File: config.mk
export PLATFORM = sky130hd
export DESIGN_NAME = md5_block_hash_flat
export DESIGN_NICKNAME = d
export VERILOG_FILES = /design/src/md5bh_pkg.sv /design/src/md5bh_chan_if.sv /design/src/md5bh_msg_store.sv /design/src/md5bh_round.sv /design/src/md5_block_hash.sv /design/src/flat_wrapper.sv
export SDC_FILE = /design/constraint.sdc
export NUM_CORES = 2
export LEC_CHECK = 0
export ABC_AREA = 1
export BUFFER_PORTS_ARGS = -buffer_cell sky130_fd_sc_hd__buf_4
export CAP_MARGIN = 10
export CORE_UTILIZATION = 50
export CTS_BUF_LIST = sky130_fd_sc_hd__clkbuf_8
export DETAILED_ROUTE_END_ITERATION = 8
export PLACE_DENSITY = 0.68
export SLEW_MARGIN = 25
export SYNTH_ARGS = -nofsm -noshare
export SYNTH_HDL_FRONTEND = slang
export SYNTH_SLANG_ARGS = --single-unit
File: constraint.sdc
create_clock -name clock -period 16.5 [get_ports clock]
set_clock_uncertainty 0.05 [all_clocks]
set_input_delay 0.825 -clock clock [delete_from_list [all_inputs] [get_ports clock]]
set_output_delay 0.825 -clock clock [all_outputs]
set_load 0.02 [all_outputs]
File: src/md5bh_pkg.sv
// Package for the MD5 block hash: word types, chaining initial values,
// round constant table, message index schedule and rotate amounts.
// No dependencies.
`default_nettype none

package md5bh_pkg;

   typedef logic [31:0] word_type;
   typedef logic [5:0]  round_type;
   typedef logic [3:0]  index_type;
   typedef logic [4:0]  shift_type;
   typedef logic [1:0]  phase_type;

   typedef struct packed {
      word_type a;
      word_type b;
      word_type c;
      word_type d;
   } abcd_type;

   localparam word_type INIT_A = 32'h67452301;
   localparam word_type INIT_B = 32'hefcdab89;
   localparam word_type INIT_C = 32'h98badcfe;
   localparam word_type INIT_D = 32'h10325476;

   localparam abcd_type INIT_CHAIN = '{a: INIT_A, b: INIT_B, c: INIT_C, d: INIT_D};

   localparam phase_type PHASE_F = 2'd0;
   localparam phase_type PHASE_G = 2'd1;
   localparam phase_type PHASE_H = 2'd2;
   localparam phase_type PHASE_I = 2'd3;

   localparam round_type LAST_ROUND = 6'd63;
   localparam index_type LAST_POS   = 4'd15;

   localparam word_type K_TABLE [64] = '{
      32'hd76aa478, 32'he8c7b756, 32'h242070db, 32'hc1bdceee,
      32'hf57c0faf, 32'h4787c62a, 32'ha8304613, 32'hfd469501,
      32'h698098d8, 32'h8b44f7af, 32'hffff5bb1, 32'h895cd7be,
      32'h6b901122, 32'hfd987193, 32'ha679438e, 32'h49b40821,
      32'hf61e2562, 32'hc040b340, 32'h265e5a51, 32'he9b6c7aa,
      32'hd62f105d, 32'h02441453, 32'hd8a1e681, 32'he7d3fbc8,
      32'h21e1cde6, 32'hc33707d6, 32'hf4d50d87, 32'h455a14ed,
      32'ha9e3e905, 32'hfcefa3f8, 32'h676f02d9, 32'h8d2a4c8a,
      32'hfffa3942, 32'h8771f681, 32'h6d9d6122, 32'hfde5380c,
      32'ha4beea44, 32'h4bdecfa9, 32'hf6bb4b60, 32'hbebfbc70,
      32'h289b7ec6, 32'heaa127fa, 32'hd4ef3085, 32'h04881d05,
      32'hd9d4d039, 32'he6db99e5, 32'h1fa27cf8, 32'hc4ac5665,
      32'hf4292244, 32'h432aff97, 32'hab9423a7, 32'hfc93a039,
      32'h655b59c3, 32'h8f0ccc92, 32'hffeff47d, 32'h85845dd1,
      32'h6fa87e4f, 32'hfe2ce6e0, 32'ha3014314, 32'h4e0811a1,
      32'hf7537e82, 32'hbd3af235, 32'h2ad7d2bb, 32'heb86d391
   };

   function automatic index_type msg_index(input round_type rnd);
      index_type lo;
      index_type idx;
      lo = rnd[3:0];
      unique case (phase_type'(rnd[5:4]))
         PHASE_F: idx = lo;
         PHASE_G: idx = index_type'({lo, 2'b00}) + lo + index_type'(1);
         PHASE_H: idx = index_type'({lo, 1'b0}) + lo + index_type'(5);
         PHASE_I: idx = index_type'({lo, 3'b000}) - lo;
         default: idx = lo;
      endcase
      return idx;
   endfunction

   function automatic shift_type rot_amount(input round_type rnd);
      shift_type s;
      unique case ({rnd[5:4], rnd[1:0]})
         4'd0:  s = 5'd7;
         4'd1:  s = 5'd12;
         4'd2:  s = 5'd17;
         4'd3:  s = 5'd22;
         4'd4:  s = 5'd5;
         4'd5:  s = 5'd9;
         4'd6:  s = 5'd14;
         4'd7:  s = 5'd20;
         4'd8:  s = 5'd4;
         4'd9:  s = 5'd11;
         4'd10: s = 5'd16;
         4'd11: s = 5'd23;
         4'd12: s = 5'd6;
         4'd13: s = 5'd10;
         4'd14: s = 5'd15;
         4'd15: s = 5'd21;
         default: s = 5'd7;
      endcase
      return s;
   endfunction

endpackage

`default_nettype wire

File: src/md5bh_chan_if.sv
// Valid/ready channel interfaces for message words and digest results.
// Depends on md5bh_pkg.
`default_nettype none

interface md5bh_req_if
   import md5bh_pkg::*;
   ();
   logic     valid;
   logic     ready;
   word_type message_word;
   logic     last_of_message;

   modport source (output valid, output message_word, output last_of_message, input ready);
   modport sink   (input valid, input message_word, input last_of_message, output ready);
endinterface

interface md5bh_rsp_if
   import md5bh_pkg::*;
   ();
   logic     valid;
   logic     ready;
   word_type digest_a;
   word_type digest_b;
   word_type digest_c;
   word_type digest_d;

   modport source (output valid, output digest_a, output digest_b, output digest_c,
                   output digest_d, input ready);
   modport sink   (input valid, input digest_a, input digest_b, input digest_c,
                   input digest_d, output ready);
endinterface

`default_nettype wire

File: src/md5bh_msg_store.sv
// Sixteen-entry block word store: one write port, one registered read port.
// Depends on md5bh_pkg.
`default_nettype none

module md5bh_msg_store
   import md5bh_pkg::*;
(
   input  wire logic      clock,
   input  wire logic      wr_en,
   input  wire index_type wr_addr,
   input  wire word_type  wr_data,
   input  wire index_type rd_addr,
   output      word_type  rd_data
);

   word_type mem [16];
   word_type rd_data_ff;

   always_ff @(posedge clock) begin
      if (wr_en) begin
         mem[wr_addr] <= wr_data;
      end
      rd_data_ff <= mem[rd_addr];
   end

   assign rd_data = rd_data_ff;

endmodule

`default_nettype wire

File: src/md5bh_round.sv
// Shared MD5 round unit: one round step on the working words per use.
// Takes the pre-added constant plus message word. Depends on md5bh_pkg.
`default_nettype none

module md5bh_round
   import md5bh_pkg::*;
(
   input  wire round_type rnd,
   input  wire abcd_type  cur,
   input  wire word_type  km,
   output      abcd_type  nxt
);

   word_type    f;
   word_type    sum;
   word_type    rot;
   logic [63:0] dbl;

   always_comb begin
      unique case (phase_type'(rnd[5:4]))
         PHASE_F: f = (cur.b & cur.c) | (~cur.b & cur.d);
         PHASE_G: f = (cur.d & cur.b) | (~cur.d & cur.c);
         PHASE_H: f = cur.b ^ cur.c ^ cur.d;
         PHASE_I: f = cur.c ^ (cur.b | ~cur.d);
         default: f = cur.b ^ cur.c ^ cur.d;
      endcase
      sum = cur.a + f + km;
      dbl = {sum, sum} << rot_amount(rnd);
      rot = dbl[63:32];
      nxt.a = cur.d;
      nxt.b = cur.b + rot;
      nxt.c = cur.b;
      nxt.d = cur.c;
   end

endmodule

`default_nettype wire

File: src/md5_block_hash.sv
// MD5 block hash top level: word intake, round sequencer, chaining words.
// Depends on md5bh_pkg, md5bh_chan_if, md5bh_msg_store, md5bh_round.
//
// Usage:
//   req_chan carries the padded message, one 32-bit little-endian word per
//   handshake, sixteen words per 512-bit block. last_of_message marks the
//   final word of the final block and is ignored on any other word.
//   rsp_chan carries the digest (A..D chaining words) once per message.
// Timing:
//   Words 0..14 of a block are taken one per cycle. After word 15 the block
//   is busy: store read and constant add in PREP0 and PREP1, 64 rounds on
//   the single round unit in RUN, then a fold into the chain in FINAL.
//   The digest register is loaded from the chain sum in FINAL.
// Reset:
//   Clears the word position, loads the initial chaining values and drops
//   any pending digest.
// Stall:
//   A pending digest is held in an output register until taken; word intake
//   continues until the next final block, which waits in FINAL with intake closed.
`default_nettype none

module md5_block_hash
   import md5bh_pkg::*;
(
   input wire logic   clock,
   input wire logic   reset,
   md5bh_req_if.sink   req_chan,
   md5bh_rsp_if.source rsp_chan
);

   typedef enum logic [2:0] {
      IDLE,
      PREP0,
      PREP1,
      RUN,
      FINAL
   } state_type;

   state_type state_ff;
   index_type pos_ff;
   logic      last_ff;
   round_type fch_ff;
   round_type rnd_ff;
   word_type  km_ff;
   abcd_type  work_ff;
   abcd_type  chain_ff;
   abcd_type  digest_ff;
   logic      rsp_valid_ff;

   logic      accept;
   logic      load_digest;
   word_type  rd_data;
   abcd_type  round_out;
   abcd_type  chain_sum;
   word_type  km_in;

   assign req_chan.ready = (state_ff == IDLE);
   assign accept         = req_chan.valid && req_chan.ready;

   md5bh_msg_store u_store (
      .clock   (clock),
      .wr_en   (accept),
      .wr_addr (pos_ff),
      .wr_data (req_chan.message_word),
      .rd_addr (msg_index(fch_ff)),
      .rd_data (rd_data)
   );

   md5bh_round u_round (
      .rnd (rnd_ff),
      .cur (work_ff),
      .km  (km_ff),
      .nxt (round_out)
   );

   always_comb begin
      km_in       = rd_data + K_TABLE[round_type'(fch_ff - round_type'(1))];
      chain_sum.a = chain_ff.a + work_ff.a;
      chain_sum.b = chain_ff.b + work_ff.b;
      chain_sum.c = chain_ff.c + work_ff.c;
      chain_sum.d = chain_ff.d + work_ff.d;
      load_digest = (state_ff == FINAL) && last_ff && (!rsp_valid_ff || rsp_chan.ready);
   end

   always_ff @(posedge clock) begin
      if (reset) begin
         state_ff     <= IDLE;
         pos_ff       <= '0;
         chain_ff     <= INIT_CHAIN;
         rsp_valid_ff <= 1'b0;
      end else begin
         if (load_digest) begin
            rsp_valid_ff <= 1'b1;
         end else if (rsp_valid_ff && rsp_chan.ready) begin
            rsp_valid_ff <= 1'b0;
         end
         unique case (state_ff)
            IDLE: begin
               if (accept) begin
                  pos_ff <= pos_ff + index_type'(1);
                  if (pos_ff == LAST_POS) begin
                     last_ff  <= req_chan.last_of_message;
                     fch_ff   <= '0;
                     state_ff <= PREP0;
                  end
               end
            end
            PREP0: begin
               fch_ff   <= fch_ff + round_type'(1);
               state_ff <= PREP1;
            end
            PREP1: begin
               fch_ff   <= fch_ff + round_type'(1);
               km_ff    <= km_in;
               work_ff  <= chain_ff;
               rnd_ff   <= '0;
               state_ff <= RUN;
            end
            RUN: begin
               fch_ff  <= fch_ff + round_type'(1);
               km_ff   <= km_in;
               work_ff <= round_out;
               rnd_ff  <= rnd_ff + round_type'(1);
               if (rnd_ff == LAST_ROUND) begin
                  state_ff <= FINAL;
               end
            end
            FINAL: begin
               if (!last_ff) begin
                  chain_ff <= chain_sum;
                  state_ff <= IDLE;
               end else if (load_digest) begin
                  digest_ff <= chain_sum;
                  chain_ff  <= INIT_CHAIN;
                  state_ff  <= IDLE;
               end
            end
            default: state_ff <= IDLE;
         endcase
      end
   end

   assign rsp_chan.valid    = rsp_valid_ff;
   assign rsp_chan.digest_a = digest_ff.a;
   assign rsp_chan.digest_b = digest_ff.b;
   assign rsp_chan.digest_c = digest_ff.c;
   assign rsp_chan.digest_d = digest_ff.d;

endmodule

`default_nettype wire

File: src/flat_wrapper.sv
// flat-port wrapper written by rule: the top's interface ports become plain ports
module md5_block_hash_flat import md5bh_pkg::*;
  (clock, reset, req_chan_valid, req_chan_message_word, req_chan_last_of_message, req_chan_ready, rsp_chan_valid, rsp_chan_digest_a, rsp_chan_digest_b, rsp_chan_digest_c, rsp_chan_digest_d, rsp_chan_ready);
  md5bh_req_if req_chan_i ();
  md5bh_rsp_if rsp_chan_i ();
  input wire logic clock;
  input wire logic reset;
  input wire logic [$bits(req_chan_i.valid)-1:0] req_chan_valid;
  input wire logic [$bits(req_chan_i.message_word)-1:0] req_chan_message_word;
  input wire logic [$bits(req_chan_i.last_of_message)-1:0] req_chan_last_of_message;
  output wire logic [$bits(req_chan_i.ready)-1:0] req_chan_ready;
  output wire logic [$bits(rsp_chan_i.valid)-1:0] rsp_chan_valid;
  output wire logic [$bits(rsp_chan_i.digest_a)-1:0] rsp_chan_digest_a;
  output wire logic [$bits(rsp_chan_i.digest_b)-1:0] rsp_chan_digest_b;
  output wire logic [$bits(rsp_chan_i.digest_c)-1:0] rsp_chan_digest_c;
  output wire logic [$bits(rsp_chan_i.digest_d)-1:0] rsp_chan_digest_d;
  input wire logic [$bits(rsp_chan_i.ready)-1:0] rsp_chan_ready;
  assign req_chan_i.valid = req_chan_valid;
  assign req_chan_i.message_word = req_chan_message_word;
  assign req_chan_i.last_of_message = req_chan_last_of_message;
  assign req_chan_ready = req_chan_i.ready;
  assign rsp_chan_valid = rsp_chan_i.valid;
  assign rsp_chan_digest_a = rsp_chan_i.digest_a;
  assign rsp_chan_digest_b = rsp_chan_i.digest_b;
  assign rsp_chan_digest_c = rsp_chan_i.digest_c;
  assign rsp_chan_digest_d = rsp_chan_i.digest_d;
  assign rsp_chan_i.ready = rsp_chan_ready;
  md5_block_hash u_core (.clock(clock), .reset(reset), .req_chan(req_chan_i), .rsp_chan(rsp_chan_i));
endmodule
==> results.sh <==
export IMPL_dp_hpwl_um=133000
export IMPL_cp_num_buf_inv=5
export IMPL_antenna_found_initial=2
export IMPL_vias=46900
export IMPL_fillers=10100
export IMPL_ys_flop_type="edfxtp_1"
export IMPL_yosys_area_top_type="edfxtp_1"
export IMPL_grt_first_pass_wirelength_um=279000
export IMPL_drive_gt1_share_pct=9.67
export IMPL_cp_top_family="simple AND/OR/NAND/NOR gates"
export IMPL_ant_nets=0
export IMPL_routed_wirelength_um=188000
export IMPL_finalNonFillerCells=7993
export IMPL_leakagePower_nw=25.2
export IMPL_final_common_cell="nand2_1"
export IMPL_post_cts_resized_instances=0
export IMPL_crit_path_max_incr_delay_ps=630
export IMPL_htreeDepth=4
export IMPL_slowest_stage="nor2_1"
export IMPL_wl_per_cell_um=23.5
export IMPL_rsz0062_at_grt="false"
export IMPL_drc=0
export IMPL_clock_latency_ps=900
export IMPL_first_iter_violations=4522
export IMPL_fmax_mhz=132
export IMPL_rows=123
export IMPL_worstPathMaxFanout=30
export IMPL_startpoint_type="flop"
export IMPL_dieWidth_um=339
export IMPL_path_class="flop to flop"
export IMPL_reg2reg_from="u_core.rnd_ff[4]$_DFFE_PP_"
export IMPL_hold_end="u_core.last_ff$_DFFE_PP_"
export IMPL_endpoint_kind="flop"
export IMPL_worstHoldPathType="input port to flop"
export IMPL_timing_final_max_slew_violations=0
export IMPL_fin_crit_sh_pct=46.1
export IMPL_pwr_density_cell_nw_per_um2=113
export IMPL_layout_nets=6716
export IMPL_drt_met1_wl_um=79600
export IMPL_yosys_top_cells_area="edfxtp_1 43%, nand2_1 7.8%, ha_1 6.3%, dfxtp_1 6.1%, o21ai_0 4.2%"
export IMPL_grt_total_usage_pct=32.2
export IMPL_ctsHoldBuffers=0
export IMPL_synth_warnings=0
export IMPL_ir_drop_uv=92.3
export IMPL_synth_area_per_cell_sq_um=9.15
export IMPL_ys_seq_area_share_pct=49.2
export IMPL_cts_buffers=167
export IMPL_grt_max_degree=182
export IMPL_r2r_cells=43
export IMPL_worst_pin_slew_ps=1040
export IMPL_cp_depth=43
export IMPL_period_needed_ps=7600
export IMPL_die_area_sq_um=115000
export IMPL_ys_ff_latch=986
export IMPL_topRoutingLayerUsed="met5"
export IMPL_cap_violations=0
export IMPL_area_delta_synth_final_pct=10.7
export IMPL_grt_pass1_vias=44900
export IMPL_ys_types=78
export IMPL_dr_wl_met2_um=86600
export IMPL_avgViaCountPerCell=5.87
export IMPL_final_util_pct=55.8
export IMPL_clk_path_buf_depth=3
export IMPL_synth_area_sq_um=56700
export IMPL_layout_common_cells="1179 x nand2_1, 813 x edfxtp_1, 684 x inv_1"
export IMPL_r2r_slack_ps=8900
export IMPL_dp_cells=7682
export IMPL_reg2reg_to="u_core.work_ff[94]$_DFFE_PP_"
export IMPL_fin_setup_tns_ps=0
export IMPL_ios=167
export IMPL_overflow=0
export IMPL_cp_required_ps=17100
export IMPL_synth_top_cell_area_share_pct=43.1
export IMPL_initial_core_util_pct=50.4
export IMPL_root_buffer="clkbuf_8"
export IMPL_setup_violations=0
export IMPL_syn_nets=6558
export IMPL_die_h_um=339
export IMPL_first_pass_iters=6
export IMPL_clk_pin_slew_ps=60
export IMPL_synth_cells=6193
export IMPL_status="finished clean"
export IMPL_min_from="req_chan_last_of_message"
export IMPL_holdPathStages=1
export IMPL_place_gp_congestion=1.02
export IMPL_cts_setup_buffers=0
export IMPL_synth_edff_count=813
export IMPL_total_power_w=0.00711
export IMPL_async_flop_share_pct=0
export IMPL_route_met3_wl_um=13600
export IMPL_relSlewSlack_pct=30.7
export IMPL_io_buffer_count=166
export IMPL_path_common_cell="nand2_1"
export IMPL_hold_violations=0
export IMPL_cts_tree="done"
export IMPL_critPathArrivalTime_ps=8200
export IMPL_core_sq_um=112000
export IMPL_clock_sinks=986
[synthesized netlist by cell type, drive strengths merged, types with 2 or more instances]
| master | instances |
|---|---|
| a2111oi | 4 |
| a211oi | 8 |
| a21boi | 12 |
| a21o | 16 |
| a21oi | 420 |
| a221o | 2 |
| a221oi | 5 |
| a22oi | 5 |
| a31o | 4 |
| a31oi | 40 |
| a41oi | 3 |
| and2 | 15 |
| buf | 129 |
| clkbuf | 129 |
| clkinv | 3 |
| dfxtp | 173 |
| edfxtp | 813 |
| fa | 42 |
| ha | 286 |
| inv | 643 |
| mux2i | 68 |
| nand2 | 1200 |
| nand3 | 362 |
| nand3b | 6 |
| nand4 | 31 |
| nor2 | 587 |
| nor3 | 50 |
| nor4 | 18 |
| o2111ai | 37 |
| o211ai | 109 |
| o21a | 23 |
| o21ai | 512 |
| o21bai | 15 |
| o221ai | 93 |
| o22ai | 6 |
| o311ai | 8 |
| o31ai | 39 |
| o32ai | 66 |
| or2 | 21 |
| xnor2 | 64 |
| xor2 | 118 |
[metal layers]
layer  vias up  global-route usage (%)
met1     22600                    43.4
li1      22100                       -
met4         2                    13.9
met3       383                    5.14
met5         -                       0
met2      1905                    51.6
[layout make-up]
class / count / area (sq um) / share of cell area [%]
sequential: 986 / 27900 / 44.4
tap: 1500 / 1880 / 2.99
timing repair buffer: 247 / 1880 / 2.99
antenna: 1 / 2.50 / 0.00399
multi-input combinational: 4303 / 25400 / 40.4
inverter: 646 / 2440 / 3.90
clock buffer: 178 / 2450 / 3.90
clock inverter: 132 / 875 / 1.39
[state kept, by name (all words and copies together), names as in the netlist, 32 cells and up, named ones only]
signal                    flops
u_core.u_store.mem          512
u_core.rsp_chan.digest_c     32
u_core.u_store.rd_data       32
u_core.rsp_chan.digest_b     32
u_core.work_ff              128
u_core.rsp_chan.digest_a     32
u_core.km_ff                 32
u_core.rsp_chan.digest_d     32
u_core.chain_ff             128
[worst max path at each step]
stage,start,to
after global placement,u_core.rnd_ff[4]$_DFFE_PP_,u_core.work_ff[94]$_DFFE_PP_
after detailed placement,u_core.rnd_ff[4]$_DFFE_PP_,u_core.work_ff[94]$_DFFE_PP_
after global routing,u_core.rnd_ff[5]$_DFFE_PP_,u_core.work_ff[94]$_DFFE_PP_
after CTS,u_core.rnd_ff[4]$_DFFE_PP_,u_core.work_ff[94]$_DFFE_PP_
after floorplan,reset,u_core.rsp_chan.digest_a[0]$_DFFE_PP_
final,u_core.rnd_ff[4]$_DFFE_PP_,u_core.work_ff[94]$_DFFE_PP_
[power breakdown]
group	switching [W]	leakage (nW)	internal (W)
Sequential	0.0000531	8.67	0.00281
Combinational	0.00142	14.7	0.000640
Clock	0.00109	1.90	0.00110
Total	0.00256	25.2	0.00455
[cells by family (layout without fill, tap and decap cells)]
group / Yosys count / in the layout / synth area share, %
AO/OA/AOI/OAI: 1433 / 1433 / 15.7
XOR/XNOR: 182 / 182 / 2.84
adder cells (fa/ha/maj): 328 / 328 / 7.80
buffers and inverters: 904 / 1203 / 6.44
flip-flops: 986 / 986 / 49.2
multiplexers: 68 / 68 / 1.20
other: 0 / 1 / 0
AND/OR/NAND/NOR: 2292 / 2292 / 16.8
[through the flow]
stage / setup slack [ps] / hold slack (ps) / area, sq um
finish: 8900 / 72.7 / 62800
global route: 8230 / 31.6 / 62800
CTS: 8930 / 7.95 / 62800
detailed placement: 8940 / 425 / 59400
global placement: 9030 / 421 / 59400
floorplan: 2110 / 412 / 56700
Note: power is estimated with default switching activity, not from simulation.
